==> src/rtl/core/quad_x_motor_mixer_defines.svh <==
// assertion macros for the quad x motor mixer
`ifndef QUAD_X_MOTOR_MIXER_DEFINES_SVH
`define QUAD_X_MOTOR_MIXER_DEFINES_SVH

`ifndef SYNTHESIS
`define MXR_ASSERT_NEXT(lbl, clk, rst_n, ante, cons, msg) \
	lbl: assert property (@(posedge clk) disable iff (!rst_n) (ante) |=> (cons)) else $error(msg);
`define MXR_ASSERT_SAME(lbl, clk, rst_n, ante, cons, msg) \
	lbl: assert property (@(posedge clk) disable iff (!rst_n) (ante) |-> (cons)) else $error(msg);
`else
`define MXR_ASSERT_NEXT(lbl, clk, rst_n, ante, cons, msg)
`define MXR_ASSERT_SAME(lbl, clk, rst_n, ante, cons, msg)
`endif

`endif

==> src/rtl/core/mxr_pkg.sv <==
// shared types, widths and constants of the motor mixer
package mxr_pkg;

	localparam int FRAC_BITS = 8;
	localparam int Q8_SHIFT = 8;
	localparam int US_W = 12;
	localparam int CORR_W = 16;
	localparam int GAIN_W = 8;
	localparam int WGT_W = 9;
	localparam int TICK_W = 10;
	localparam int CLAMP_W = 11;
	localparam int ADDR_W = 5;
	localparam int DATA_W = 32;

	localparam int FT_W = CLAMP_W + FRAC_BITS;
	localparam int MUL_A_W = (FT_W + 1 > CORR_W + 1) ? FT_W + 1 : CORR_W + 1;
	localparam int MUL_B_W = WGT_W + 1;
	localparam int PROD_W = MUL_A_W + MUL_B_W;
	localparam int GPROD_W = CORR_W + GAIN_W + 1;
	localparam int MIX_W = ((FT_W + 1 > GPROD_W) ? FT_W + 1 : GPROD_W) + 2;
	localparam int PUL_W = MIX_W - FRAC_BITS;

	localparam logic [WGT_W-1:0] Q8_ONE = WGT_W'(256);
	localparam logic [WGT_W-1:0] THIRD_Q8 = WGT_W'(84);

	localparam logic [US_W-1:0] THR_MIN_US = US_W'(1000);
	localparam logic [US_W-1:0] THR_MAX_US = US_W'(2000);
	localparam logic [US_W-1:0] LOW_THR_US = US_W'(1050);
	localparam logic [US_W-1:0] CENTRE_US = US_W'(1500);
	localparam logic [US_W-1:0] CLEAR_US = US_W'(1100);
	localparam logic [US_W-1:0] STOP_US = US_W'(1001);
	localparam logic [US_W-1:0] PULSE_MAX = US_W'(4095);
	localparam logic [TICK_W-1:0] TICK_MAX = TICK_W'(1023);

	localparam logic [FT_W-1:0] THR_MIN_Q = FT_W'(1000 * (1 << FRAC_BITS));
	localparam logic [FT_W-1:0] KNEE_Q = FT_W'(1100 * (1 << FRAC_BITS));
	localparam logic [FT_W-1:0] LOW_BASE_Q = FT_W'(1050 * (1 << FRAC_BITS));
	localparam logic [FT_W-1:0] HIGH_BASE_Q = FT_W'(1350 * (1 << FRAC_BITS));

	typedef enum logic [2:0] {
		REG_IDLE_PULSE = 3'd0,
		REG_ROLL_GAIN  = 3'd1,
		REG_PITCH_GAIN = 3'd2,
		REG_YAW_GAIN   = 3'd3,
		REG_THR_KEEP   = 3'd4,
		REG_CORR_NEW   = 3'd5,
		REG_IDLE_LIMIT = 3'd6
	} reg_idx_t;

	typedef struct packed {
		logic [US_W-1:0]   idle_pulse_us;
		logic [GAIN_W-1:0] roll_gain;
		logic [GAIN_W-1:0] pitch_gain;
		logic [GAIN_W-1:0] yaw_gain;
		logic [WGT_W-1:0]  throttle_keep_q8;
		logic [WGT_W-1:0]  correction_new_q8;
		logic [TICK_W-1:0] idle_tick_limit;
	} cfg_t;

	localparam logic [US_W-1:0] RST_IDLE_PULSE = US_W'(1050);
	localparam logic [GAIN_W-1:0] RST_ROLL_GAIN = GAIN_W'(20);
	localparam logic [GAIN_W-1:0] RST_PITCH_GAIN = GAIN_W'(20);
	localparam logic [GAIN_W-1:0] RST_YAW_GAIN = GAIN_W'(10);
	localparam logic [WGT_W-1:0] RST_THR_KEEP = WGT_W'(102);
	localparam logic [WGT_W-1:0] RST_CORR_NEW = WGT_W'(205);
	localparam logic [TICK_W-1:0] RST_IDLE_LIMIT = TICK_W'(20);

	typedef enum logic [3:0] {
		STEP_NONE,
		STEP_THR,
		STEP_YAW,
		STEP_PITCH,
		STEP_ROLL,
		STEP_BASE,
		STEP_GYAW,
		STEP_GPITCH,
		STEP_GROLL
	} step_t;

	typedef struct packed {
		logic  load;
		step_t mul;
		step_t commit;
		logic  finish;
	} mxr_cmd_t;

endpackage

==> src/rtl/core/mxr_cfg.sv <==
// configuration register file behind the apb port
module mxr_cfg import mxr_pkg::*; (
	input  logic              clk,
	input  logic              arst_n,
	input  logic              psel,
	input  logic              penable,
	input  logic              pwrite,
	input  logic [ADDR_W-1:0] paddr,
	input  logic [DATA_W-1:0] pwdata,
	output logic [DATA_W-1:0] prdata,
	output logic              pready,
	output cfg_t              cfg
);

	cfg_t     cfg_q;
	reg_idx_t idx;
	logic     wr_en;

	assign idx = reg_idx_t'(paddr[ADDR_W-1:2]);
	assign pready = 1'b1;
	assign wr_en = psel && penable && pwrite && pready;
	assign cfg = cfg_q;

	always_ff @(posedge clk or negedge arst_n) begin
		if (!arst_n) begin
			cfg_q.idle_pulse_us <= RST_IDLE_PULSE;
			cfg_q.roll_gain <= RST_ROLL_GAIN;
			cfg_q.pitch_gain <= RST_PITCH_GAIN;
			cfg_q.yaw_gain <= RST_YAW_GAIN;
			cfg_q.throttle_keep_q8 <= RST_THR_KEEP;
			cfg_q.correction_new_q8 <= RST_CORR_NEW;
			cfg_q.idle_tick_limit <= RST_IDLE_LIMIT;
		end else if (wr_en) begin
			unique case (idx)
				REG_IDLE_PULSE: cfg_q.idle_pulse_us <= pwdata[US_W-1:0];
				REG_ROLL_GAIN:  cfg_q.roll_gain <= pwdata[GAIN_W-1:0];
				REG_PITCH_GAIN: cfg_q.pitch_gain <= pwdata[GAIN_W-1:0];
				REG_YAW_GAIN:   cfg_q.yaw_gain <= pwdata[GAIN_W-1:0];
				REG_THR_KEEP:   cfg_q.throttle_keep_q8 <= pwdata[WGT_W-1:0];
				REG_CORR_NEW:   cfg_q.correction_new_q8 <= pwdata[WGT_W-1:0];
				REG_IDLE_LIMIT: cfg_q.idle_tick_limit <= pwdata[TICK_W-1:0];
				default: ;
			endcase
		end
	end

	always_comb begin
		unique case (idx)
			REG_IDLE_PULSE: prdata = DATA_W'(cfg_q.idle_pulse_us);
			REG_ROLL_GAIN:  prdata = DATA_W'(cfg_q.roll_gain);
			REG_PITCH_GAIN: prdata = DATA_W'(cfg_q.pitch_gain);
			REG_YAW_GAIN:   prdata = DATA_W'(cfg_q.yaw_gain);
			REG_THR_KEEP:   prdata = DATA_W'(cfg_q.throttle_keep_q8);
			REG_CORR_NEW:   prdata = DATA_W'(cfg_q.correction_new_q8);
			REG_IDLE_LIMIT: prdata = DATA_W'(cfg_q.idle_tick_limit);
			default:        prdata = '0;
		endcase
	end

endmodule

==> src/rtl/core/mxr_ctrl.sv <==
// sequencer that steps the shared multiplier through one tick
module mxr_ctrl import mxr_pkg::*; (
	input  logic     clk,
	input  logic     arst_n,
	input  logic     in_valid,
	output logic     in_stall,
	output logic     out_valid,
	input  logic     out_stall,
	output mxr_cmd_t cmd
);

	typedef enum logic [3:0] {
		ST_IDLE,
		ST_THR,
		ST_YAW,
		ST_PITCH,
		ST_ROLL,
		ST_BASE,
		ST_GYAW,
		ST_GPITCH,
		ST_GROLL,
		ST_LAST,
		ST_FIN
	} state_t;

	state_t state_q;
	logic   out_valid_q;
	logic   accept_in;
	logic   out_free;

	assign in_stall = (state_q != ST_IDLE);
	assign accept_in = in_valid && !in_stall;
	assign out_free = !out_valid_q || !out_stall;
	assign out_valid = out_valid_q;

	// multiply issued this cycle, product of the step before is folded in
	always_comb begin
		cmd.load = accept_in;
		cmd.finish = (state_q == ST_FIN) && out_free;
		unique case (state_q)
			ST_THR:    begin cmd.mul = STEP_THR;    cmd.commit = STEP_NONE;   end
			ST_YAW:    begin cmd.mul = STEP_YAW;    cmd.commit = STEP_THR;    end
			ST_PITCH:  begin cmd.mul = STEP_PITCH;  cmd.commit = STEP_YAW;    end
			ST_ROLL:   begin cmd.mul = STEP_ROLL;   cmd.commit = STEP_PITCH;  end
			ST_BASE:   begin cmd.mul = STEP_BASE;   cmd.commit = STEP_ROLL;   end
			ST_GYAW:   begin cmd.mul = STEP_GYAW;   cmd.commit = STEP_BASE;   end
			ST_GPITCH: begin cmd.mul = STEP_GPITCH; cmd.commit = STEP_GYAW;   end
			ST_GROLL:  begin cmd.mul = STEP_GROLL;  cmd.commit = STEP_GPITCH; end
			ST_LAST:   begin cmd.mul = STEP_NONE;   cmd.commit = STEP_GROLL;  end
			default:   begin cmd.mul = STEP_NONE;   cmd.commit = STEP_NONE;   end
		endcase
	end

	always_ff @(posedge clk or negedge arst_n) begin
		if (!arst_n) begin
			state_q <= ST_IDLE;
			out_valid_q <= 1'b0;
		end else begin
			unique case (state_q)
				ST_IDLE:   if (accept_in) state_q <= ST_THR;
				ST_THR:    state_q <= ST_YAW;
				ST_YAW:    state_q <= ST_PITCH;
				ST_PITCH:  state_q <= ST_ROLL;
				ST_ROLL:   state_q <= ST_BASE;
				ST_BASE:   state_q <= ST_GYAW;
				ST_GYAW:   state_q <= ST_GPITCH;
				ST_GPITCH: state_q <= ST_GROLL;
				ST_GROLL:  state_q <= ST_LAST;
				ST_LAST:   state_q <= ST_FIN;
				ST_FIN:    if (out_free) state_q <= ST_IDLE;
				default:   state_q <= ST_IDLE;
			endcase
			if ((state_q == ST_FIN) && out_free) begin
				out_valid_q <= 1'b1;
			end else if (out_valid_q && !out_stall) begin
				out_valid_q <= 1'b0;
			end
		end
	end

endmodule

==> src/rtl/core/mxr_dp.sv <==
// filter, base curve and mixing datapath around one shared multiplier
module mxr_dp import mxr_pkg::*; (
	input  logic                     clk,
	input  logic                     arst_n,
	input  mxr_cmd_t                 cmd,
	input  cfg_t                     cfg,
	input  logic [US_W-1:0]          throttle_us,
	input  logic signed [CORR_W-1:0] yaw_correction,
	input  logic signed [CORR_W-1:0] pitch_correction,
	input  logic signed [CORR_W-1:0] roll_correction,
	output logic [US_W-1:0]          pulse_front_left,
	output logic [US_W-1:0]          pulse_front_right,
	output logic [US_W-1:0]          pulse_rear_left,
	output logic [US_W-1:0]          pulse_rear_right,
	output logic                     clear_integrators
);

	localparam int AX_YAW = 0;
	localparam int AX_PITCH = 1;
	localparam int AX_ROLL = 2;

	// motor order: front left, front right, rear left, rear right
	localparam logic [3:0] YAW_NEG = 4'b0110;
	localparam logic [3:0] PITCH_NEG = 4'b0011;
	localparam logic [3:0] ROLL_NEG = 4'b1010;

	logic [US_W-1:0]          raw_q;
	logic signed [CORR_W-1:0] corr_q [3];
	logic [FT_W-1:0]          ft_q;
	logic signed [CORR_W-1:0] fc_q [3];
	logic [TICK_W-1:0]        ticks_q;
	logic signed [PROD_W-1:0] prod_q;
	logic signed [MIX_W-1:0]  mix_q [4];
	logic [US_W-1:0]          pulse_q [4];
	logic                     clr_q;

	logic [CLAMP_W-1:0]        clamped_us;
	logic [FT_W-1:0]           clamp_q8;
	logic [WGT_W-1:0]          keep_w;
	logic [WGT_W-1:0]          fresh_w;
	logic signed [MUL_A_W-1:0] mul_a;
	logic [WGT_W-1:0]          mul_b;
	logic signed [MUL_B_W-1:0] mul_b_s;
	logic signed [PROD_W-1:0]  prod_sh;
	logic signed [PROD_W-1:0]  ft_nx;
	logic [1:0]                fc_ax;
	logic signed [PROD_W-1:0]  fc_nx;
	logic [FT_W-1:0]           low_off;
	logic [FT_W-1:0]           base_v;
	logic signed [MIX_W-1:0]   gadd;
	logic [3:0]                neg_mask;
	logic                      low_thr;
	logic                      centre;
	logic [TICK_W-1:0]         ticks_inc;
	logic [TICK_W-1:0]         ticks_nx;
	logic                      stop;
	logic signed [US_W:0]      idle_s;
	logic signed [PUL_W-1:0]   us_v [4];
	logic [US_W-1:0]           pulse_nx [4];

	always_comb begin
		if (raw_q < THR_MIN_US) begin
			clamped_us = CLAMP_W'(THR_MIN_US);
		end else if (raw_q > THR_MAX_US) begin
			clamped_us = CLAMP_W'(THR_MAX_US);
		end else begin
			clamped_us = raw_q[CLAMP_W-1:0];
		end
	end
	assign clamp_q8 = {clamped_us, FRAC_BITS'(0)};

	assign keep_w = (cfg.throttle_keep_q8 > Q8_ONE) ? Q8_ONE : cfg.throttle_keep_q8;
	assign fresh_w = (cfg.correction_new_q8 > Q8_ONE) ? Q8_ONE : cfg.correction_new_q8;

	// one product per filter: throttle new+k*(old-new), axes old+w*(new-old)
	always_comb begin
		unique case (cmd.mul)
			STEP_THR: begin
				mul_a = MUL_A_W'($signed({1'b0, ft_q})) - MUL_A_W'($signed({1'b0, clamp_q8}));
				mul_b = keep_w;
			end
			STEP_YAW: begin
				mul_a = MUL_A_W'(corr_q[AX_YAW]) - MUL_A_W'(fc_q[AX_YAW]);
				mul_b = fresh_w;
			end
			STEP_PITCH: begin
				mul_a = MUL_A_W'(corr_q[AX_PITCH]) - MUL_A_W'(fc_q[AX_PITCH]);
				mul_b = fresh_w;
			end
			STEP_ROLL: begin
				mul_a = MUL_A_W'(corr_q[AX_ROLL]) - MUL_A_W'(fc_q[AX_ROLL]);
				mul_b = fresh_w;
			end
			STEP_BASE: begin
				mul_a = MUL_A_W'($signed({1'b0, ft_q})) - MUL_A_W'($signed({1'b0, KNEE_Q}));
				mul_b = THIRD_Q8;
			end
			STEP_GYAW: begin
				mul_a = MUL_A_W'(fc_q[AX_YAW]);
				mul_b = WGT_W'(cfg.yaw_gain);
			end
			STEP_GPITCH: begin
				mul_a = MUL_A_W'(fc_q[AX_PITCH]);
				mul_b = WGT_W'(cfg.pitch_gain);
			end
			STEP_GROLL: begin
				mul_a = MUL_A_W'(fc_q[AX_ROLL]);
				mul_b = WGT_W'(cfg.roll_gain);
			end
			default: begin
				mul_a = '0;
				mul_b = '0;
			end
		endcase
	end
	assign mul_b_s = $signed({1'b0, mul_b});

	assign prod_sh = prod_q >>> Q8_SHIFT;
	assign ft_nx = PROD_W'($signed({1'b0, clamp_q8})) + prod_sh;

	always_comb begin
		unique case (cmd.commit)
			STEP_PITCH: fc_ax = 2'(AX_PITCH);
			STEP_ROLL:  fc_ax = 2'(AX_ROLL);
			default:    fc_ax = 2'(AX_YAW);
		endcase
	end
	assign fc_nx = PROD_W'(fc_q[fc_ax]) + prod_sh;

	// two-piece base curve, product here is the slope term of the upper piece
	assign low_off = ft_q - THR_MIN_Q;
	assign base_v = (ft_q > KNEE_Q) ? HIGH_BASE_Q + prod_sh[FT_W-1:0]
		: LOW_BASE_Q + (low_off << 1);

	assign gadd = MIX_W'(prod_q);
	always_comb begin
		unique case (cmd.commit)
			STEP_GYAW:   neg_mask = YAW_NEG;
			STEP_GPITCH: neg_mask = PITCH_NEG;
			default:     neg_mask = ROLL_NEG;
		endcase
	end

	assign low_thr = raw_q < LOW_THR_US;
	assign centre = raw_q == CENTRE_US;
	assign ticks_inc = (ticks_q == TICK_MAX) ? ticks_q : ticks_q + TICK_W'(1);
	assign ticks_nx = (low_thr || centre) ? ticks_inc : '0;
	assign stop = ticks_nx >= cfg.idle_tick_limit;
	assign idle_s = $signed({1'b0, cfg.idle_pulse_us});

	always_comb begin
		for (int k = 0; k < 4; k++) begin
			us_v[k] = mix_q[k][MIX_W-1:FRAC_BITS];
			if (stop) begin
				pulse_nx[k] = STOP_US;
			end else if (low_thr || (us_v[k] < idle_s)) begin
				pulse_nx[k] = cfg.idle_pulse_us;
			end else if (us_v[k] > $signed({1'b0, PULSE_MAX})) begin
				pulse_nx[k] = PULSE_MAX;
			end else begin
				pulse_nx[k] = us_v[k][US_W-1:0];
			end
		end
	end

	always_ff @(posedge clk) begin
		prod_q <= mul_a * mul_b_s;
		if (cmd.load) begin
			raw_q <= throttle_us;
			corr_q[AX_YAW] <= yaw_correction;
			corr_q[AX_PITCH] <= pitch_correction;
			corr_q[AX_ROLL] <= roll_correction;
		end
		if (cmd.commit == STEP_BASE) begin
			for (int k = 0; k < 4; k++) begin
				mix_q[k] <= MIX_W'({1'b0, base_v});
			end
		end else if ((cmd.commit == STEP_GYAW) || (cmd.commit == STEP_GPITCH)
			|| (cmd.commit == STEP_GROLL)) begin
			for (int k = 0; k < 4; k++) begin
				mix_q[k] <= neg_mask[k] ? mix_q[k] - gadd : mix_q[k] + gadd;
			end
		end
		if (cmd.finish) begin
			for (int k = 0; k < 4; k++) begin
				pulse_q[k] <= pulse_nx[k];
			end
			clr_q <= raw_q < CLEAR_US;
		end
	end

	always_ff @(posedge clk or negedge arst_n) begin
		if (!arst_n) begin
			ft_q <= THR_MIN_Q;
			fc_q[AX_YAW] <= '0;
			fc_q[AX_PITCH] <= '0;
			fc_q[AX_ROLL] <= '0;
			ticks_q <= '0;
		end else begin
			if (cmd.commit == STEP_THR) begin
				ft_q <= ft_nx[FT_W-1:0];
			end
			if ((cmd.commit == STEP_YAW) || (cmd.commit == STEP_PITCH)
				|| (cmd.commit == STEP_ROLL)) begin
				fc_q[fc_ax] <= fc_nx[CORR_W-1:0];
			end
			if (cmd.finish) begin
				ticks_q <= ticks_nx;
			end
		end
	end

	assign pulse_front_left = pulse_q[0];
	assign pulse_front_right = pulse_q[1];
	assign pulse_rear_left = pulse_q[2];
	assign pulse_rear_right = pulse_q[3];
	assign clear_integrators = clr_q;

endmodule

==> src/rtl/core/quad_x_motor_mixer.sv <==
// quad x motor mixer top level: apb registers, sequencer and datapath
// out_valid rises as the sequencer leaves ST_FIN with the output free
// a tick steps the eight products through one shared 20x10 multiplier
//   plus load and output steps; no new tick is taken until it ends
// a finished result waits in the output register while the next tick runs
// reset: registers return to their defaults, filters to 1000 us and zero
module quad_x_motor_mixer import mxr_pkg::*; (
	input  logic                     clk,
	input  logic                     arst_n,
	input  logic                     in_valid,
	output logic                     in_stall,
	input  logic [US_W-1:0]          throttle_us,
	input  logic signed [CORR_W-1:0] yaw_correction,
	input  logic signed [CORR_W-1:0] pitch_correction,
	input  logic signed [CORR_W-1:0] roll_correction,
	output logic                     out_valid,
	input  logic                     out_stall,
	output logic [US_W-1:0]          pulse_front_left,
	output logic [US_W-1:0]          pulse_front_right,
	output logic [US_W-1:0]          pulse_rear_left,
	output logic [US_W-1:0]          pulse_rear_right,
	output logic                     clear_integrators,
	input  logic                     psel,
	input  logic                     penable,
	input  logic                     pwrite,
	input  logic [ADDR_W-1:0]        paddr,
	input  logic [DATA_W-1:0]        pwdata,
	output logic [DATA_W-1:0]        prdata,
	output logic                     pready
);

`include "quad_x_motor_mixer_defines.svh"

	cfg_t     cfg;
	mxr_cmd_t cmd;

	mxr_cfg u_cfg (
		.clk     (clk),
		.arst_n  (arst_n),
		.psel    (psel),
		.penable (penable),
		.pwrite  (pwrite),
		.paddr   (paddr),
		.pwdata  (pwdata),
		.prdata  (prdata),
		.pready  (pready),
		.cfg     (cfg)
	);

	mxr_ctrl u_ctrl (
		.clk       (clk),
		.arst_n    (arst_n),
		.in_valid  (in_valid),
		.in_stall  (in_stall),
		.out_valid (out_valid),
		.out_stall (out_stall),
		.cmd       (cmd)
	);

	mxr_dp u_dp (
		.clk               (clk),
		.arst_n            (arst_n),
		.cmd               (cmd),
		.cfg               (cfg),
		.throttle_us       (throttle_us),
		.yaw_correction    (yaw_correction),
		.pitch_correction  (pitch_correction),
		.roll_correction   (roll_correction),
		.pulse_front_left  (pulse_front_left),
		.pulse_front_right (pulse_front_right),
		.pulse_rear_left   (pulse_rear_left),
		.pulse_rear_right  (pulse_rear_right),
		.clear_integrators (clear_integrators)
	);

	// an accepted transaction keeps the block busy on the next cycle
	`MXR_ASSERT_NEXT(a_busy_after_accept, clk, arst_n, in_valid && !in_stall, in_stall, "block not busy after input transaction")
	// a new result only comes out of a running tick
	`MXR_ASSERT_SAME(a_result_from_tick, clk, arst_n, $rose(out_valid), $past(in_stall), "result appeared without a running tick")
	// while idle, a taken result is not followed by another one
	`MXR_ASSERT_NEXT(a_no_spurious_result, clk, arst_n, out_valid && !out_stall && !in_stall, !out_valid, "result produced while idle")

endmodule

==> config.mk <==
export PLATFORM = sky130hd
export DESIGN_NAME = quad_x_motor_mixer
export DESIGN_NICKNAME = d
export VERILOG_FILES = /design/src/rtl/core/mxr_pkg.sv /design/src/rtl/core/mxr_cfg.sv /design/src/rtl/core/mxr_ctrl.sv /design/src/rtl/core/mxr_dp.sv /design/src/rtl/core/quad_x_motor_mixer.sv
export VERILOG_INCLUDE_DIRS = /design/src /design/src/rtl/core
export SDC_FILE = /design/constraint.sdc
export NUM_CORES = 2
export LEC_CHECK = 0
export BUFFER_PORTS_ARGS = -buffer_cell sky130_fd_sc_hd__buf_4
export CORE_ASPECT_RATIO = 1.5
export CORE_MARGIN = 2
export CORE_UTILIZATION = 60
export DETAILED_ROUTE_END_ITERATION = 8
export PLACE_DENSITY = 0.78
export SYNTH_ARGS = -nofsm -noshare
export SYNTH_HDL_FRONTEND = slang
export SYNTH_SLANG_ARGS = --single-unit
==> constraint.sdc <==
create_clock -name clk -period 15.84 [get_ports clk]
set_clock_uncertainty 0.15 [all_clocks]
set_input_delay 3.96 -clock clk [delete_from_list [all_inputs] [get_ports clk]]
set_output_delay 3.96 -clock clk [all_outputs]
set_load 0.05 [all_outputs]
==> impl_results.md <==
- Clk slew on worst S/H paths: 60 ps
- Post-synthesis sequential area ratio: a little under a third
- Number of placement rows: around 110
- CTS root buffer: clkbuf_16
- Yosys warns: 0
- Die Span Y: 298 microns
- Routed Antenna Nets: 0
- Worst setup path startpoint: paddr[2]
- Initial antenna violation count: 0
- HP Start: u_cfg.cfg[2]
- Setup TNS Final: 0 ps
- Largest area contributor in the netlist: edfxtp_1
- Worst path arrival time: 5570 ps
- CTS sink count: 390
- N_diodes: 0
- Synth-to-layout area growth: 9.62%
- Hpwl dp: about 80 mm
- CTS Buf Count: 42
- Ports: 188
- Final Hold Vio Count: 0
- Status: finished, final reports clean
- # setup viols final: 0
- Synth cell types: 87
- Worst hold path type: register to register
- Max-slew headroom: 18.2%
- Worst EP required: 11,730 ps
- Worst-Margin Slew: about 1200 ps
- Period utilisation layout: 61.1%
- Final nets: 4,446
- Clock buffer depth: 3
- Synthesized area: between 0.03 and 0.04 sq mm
- Initial core utilization: 60.8%
- Vias per inst: 6.26
- Crit-path max FO: 28
- Max Slew Vio Count: 0
- FF-to-FF Start: u_dp.raw_q[5]
- All-Layer GR Usage: 34.5%
- Worst skew pair latency: 600 ps
- Synth top area share: 18.8%
- Largest net degree at the start of global routing: 86
- Post-synth EDFFs: 217
- # DRC: 0
- Total vias in the final route: 29.3k
- Gp weighted congestion: 1.02
- Detailed Route Iter0 Violations: 1,980
- Drt first pass iters: 6
- Filler cells: approximately 4.8k
- I/O Buffers: 144
- Primary FF master, synth: edfxtp_1
- # H-tree levels: 2
- Vias in the first global route: 29.3k
- Wire per inst: 22.1 microns
- Post-Synthesis Cells: 3,771
- CTS tree: built
- Post-layout min period: 9680 ps
- MaxCap Viol Count: 0
- Total wire length: 104 mm
- Setup bufs post-CTS: 0
- F_max: 103 MHz
- Core ar.: 0.0570 sq mm
- Hold Buf Count CTS: 0
- RSZ-0062 raised after global routing: no
- Dominant cell by count in the synthesized netlist: nor2_1
- Most instantiated cells after synthesis: 374 x nor2_1, 335 x inv_1, 316 x ha_1
- Post-cts sizing count: 0
- Async set-reset flop share out of synthesis: 37.4%
- Share of cells above drive strength 1: 11.6%
- Post-Syn Area per Cell: 9.19 sq um
- Worst Setup End Kind: output pin
- Crit start category: input pin
- Top cells by area, synth: edfxtp_1 19%, ha_1 11%, dfrtp_1 8.6%, fa_1 8.5%, xnor2_1 5.5%
- Total grt overflow: 0
- Critical path class: input pin to output pin
- Die Area: 0.0598 sq mm
- First-pass GRT wire length: 161 mm
- Width of the chip: about 200 microns
- Yosys reg bits: 390
cell families (layout without fill, tap and decap cells):
logic type               after synthesis  in the layout  share of synthesized area, %
AND/OR/NAND/NOR                     1080           1080                          14.7
AO/OA/AOI/OAI                        941            941                          17.7
buffers and inverters                489            611                          5.54
adder cells (fa/ha/maj)              464            464                          20.0
flip-flops                           390            390                          31.0
XOR/XNOR                             277            277                          7.00
multiplexers                         128            128                          4.11
other                                  2             21                        0.0217
path summary, 6_finish.rpt:
check                                  end  slack, ps  cells past startpoint
max                              prdata[5]       6160                      6
min                           u_cfg.cfg[2]        380                      2
max reg2reg                u_dp.prod_q[26]       6550                     34
min reg2reg                   u_cfg.cfg[2]        380                      2
max in group asynchronous     u_dp.fc_q[4]      10860                      2
min in group asynchronous  u_dp.ticks_q[4]       3250                      1
registers in the layout, summed over array words and instances, names as in the netlist:
name                    count
u_cfg.cfg                  64
u_ctrl.out_valid            1
u_ctrl.state_q              4
u_dp.clear_integrators      1
u_dp.corr_q                48
u_dp.fc_q                  48
u_dp.ft_q                  19
u_dp.mix_q                108
u_dp.prod_q                27
u_dp.pulse_q               48
u_dp.raw_q                 12
u_dp.ticks_q               10
per-layer routing:
metal / global-route usage (%) / vias to the layer above / wire length (microns)
met1: 37.5 / 14100 / 36200
met5: 0 / - / 0
met2: 60.6 / 1207 / 51200
met3: 5.37 / 421 / 6900
met4: 26.5 / 0 / 9260
li1: - / 13500 / -
per-stage QoR:
stage	setup WS [ps]	std cells	hold WS, ps	area (sq um)	util, %
after global placement	6250	4597	336	36600	64.2
after CTS	6230	4675	378	38000	66.6
after floorplan	5680	3790	322	34700	-
after global routing	5850	4675	401	38000	66.6
after detailed placement	6230	4597	363	36600	64.2
final	6160	4675	377	38000	66.6
placed cells by master, fill, tap and decap left out, drive strengths merged, types with 116 or more instances in the layout:
cell and count:
o21ai 256, fa 148, xnor2 216, a21o 116
inv 342, a21oi 217, nor2 374, nand2 291
dfrtp 119, ha 316, buf 189, edfxtp 217
worst max-delay path: stages:
cell	delay, ps
buf_4	300
inv_1	280
nor2_1	300
a21oi_1	100
o21ai_0	330
buf_4	280
layout make-up:
| class | count | area (sq um) | area share [%] |
|---|---|---|---|
| Clock buffer | 52 | 1100 | 2.89 |
| Multi-Input combinational cell | 2911 | 22200 | 58.4 |
| Clock inverter | 26 | 284 | 0.747 |
| Inverter | 344 | 1290 | 3.40 |
| Sequential cell | 390 | 10700 | 28.3 |
| Tap cell | 763 | 955 | 2.51 |
| Timing Repair Buffer | 189 | 1420 | 3.74 |
Power is not shown: default switching activity piles up to over one toggle a cycle in this logic, so the estimate is an artifact.
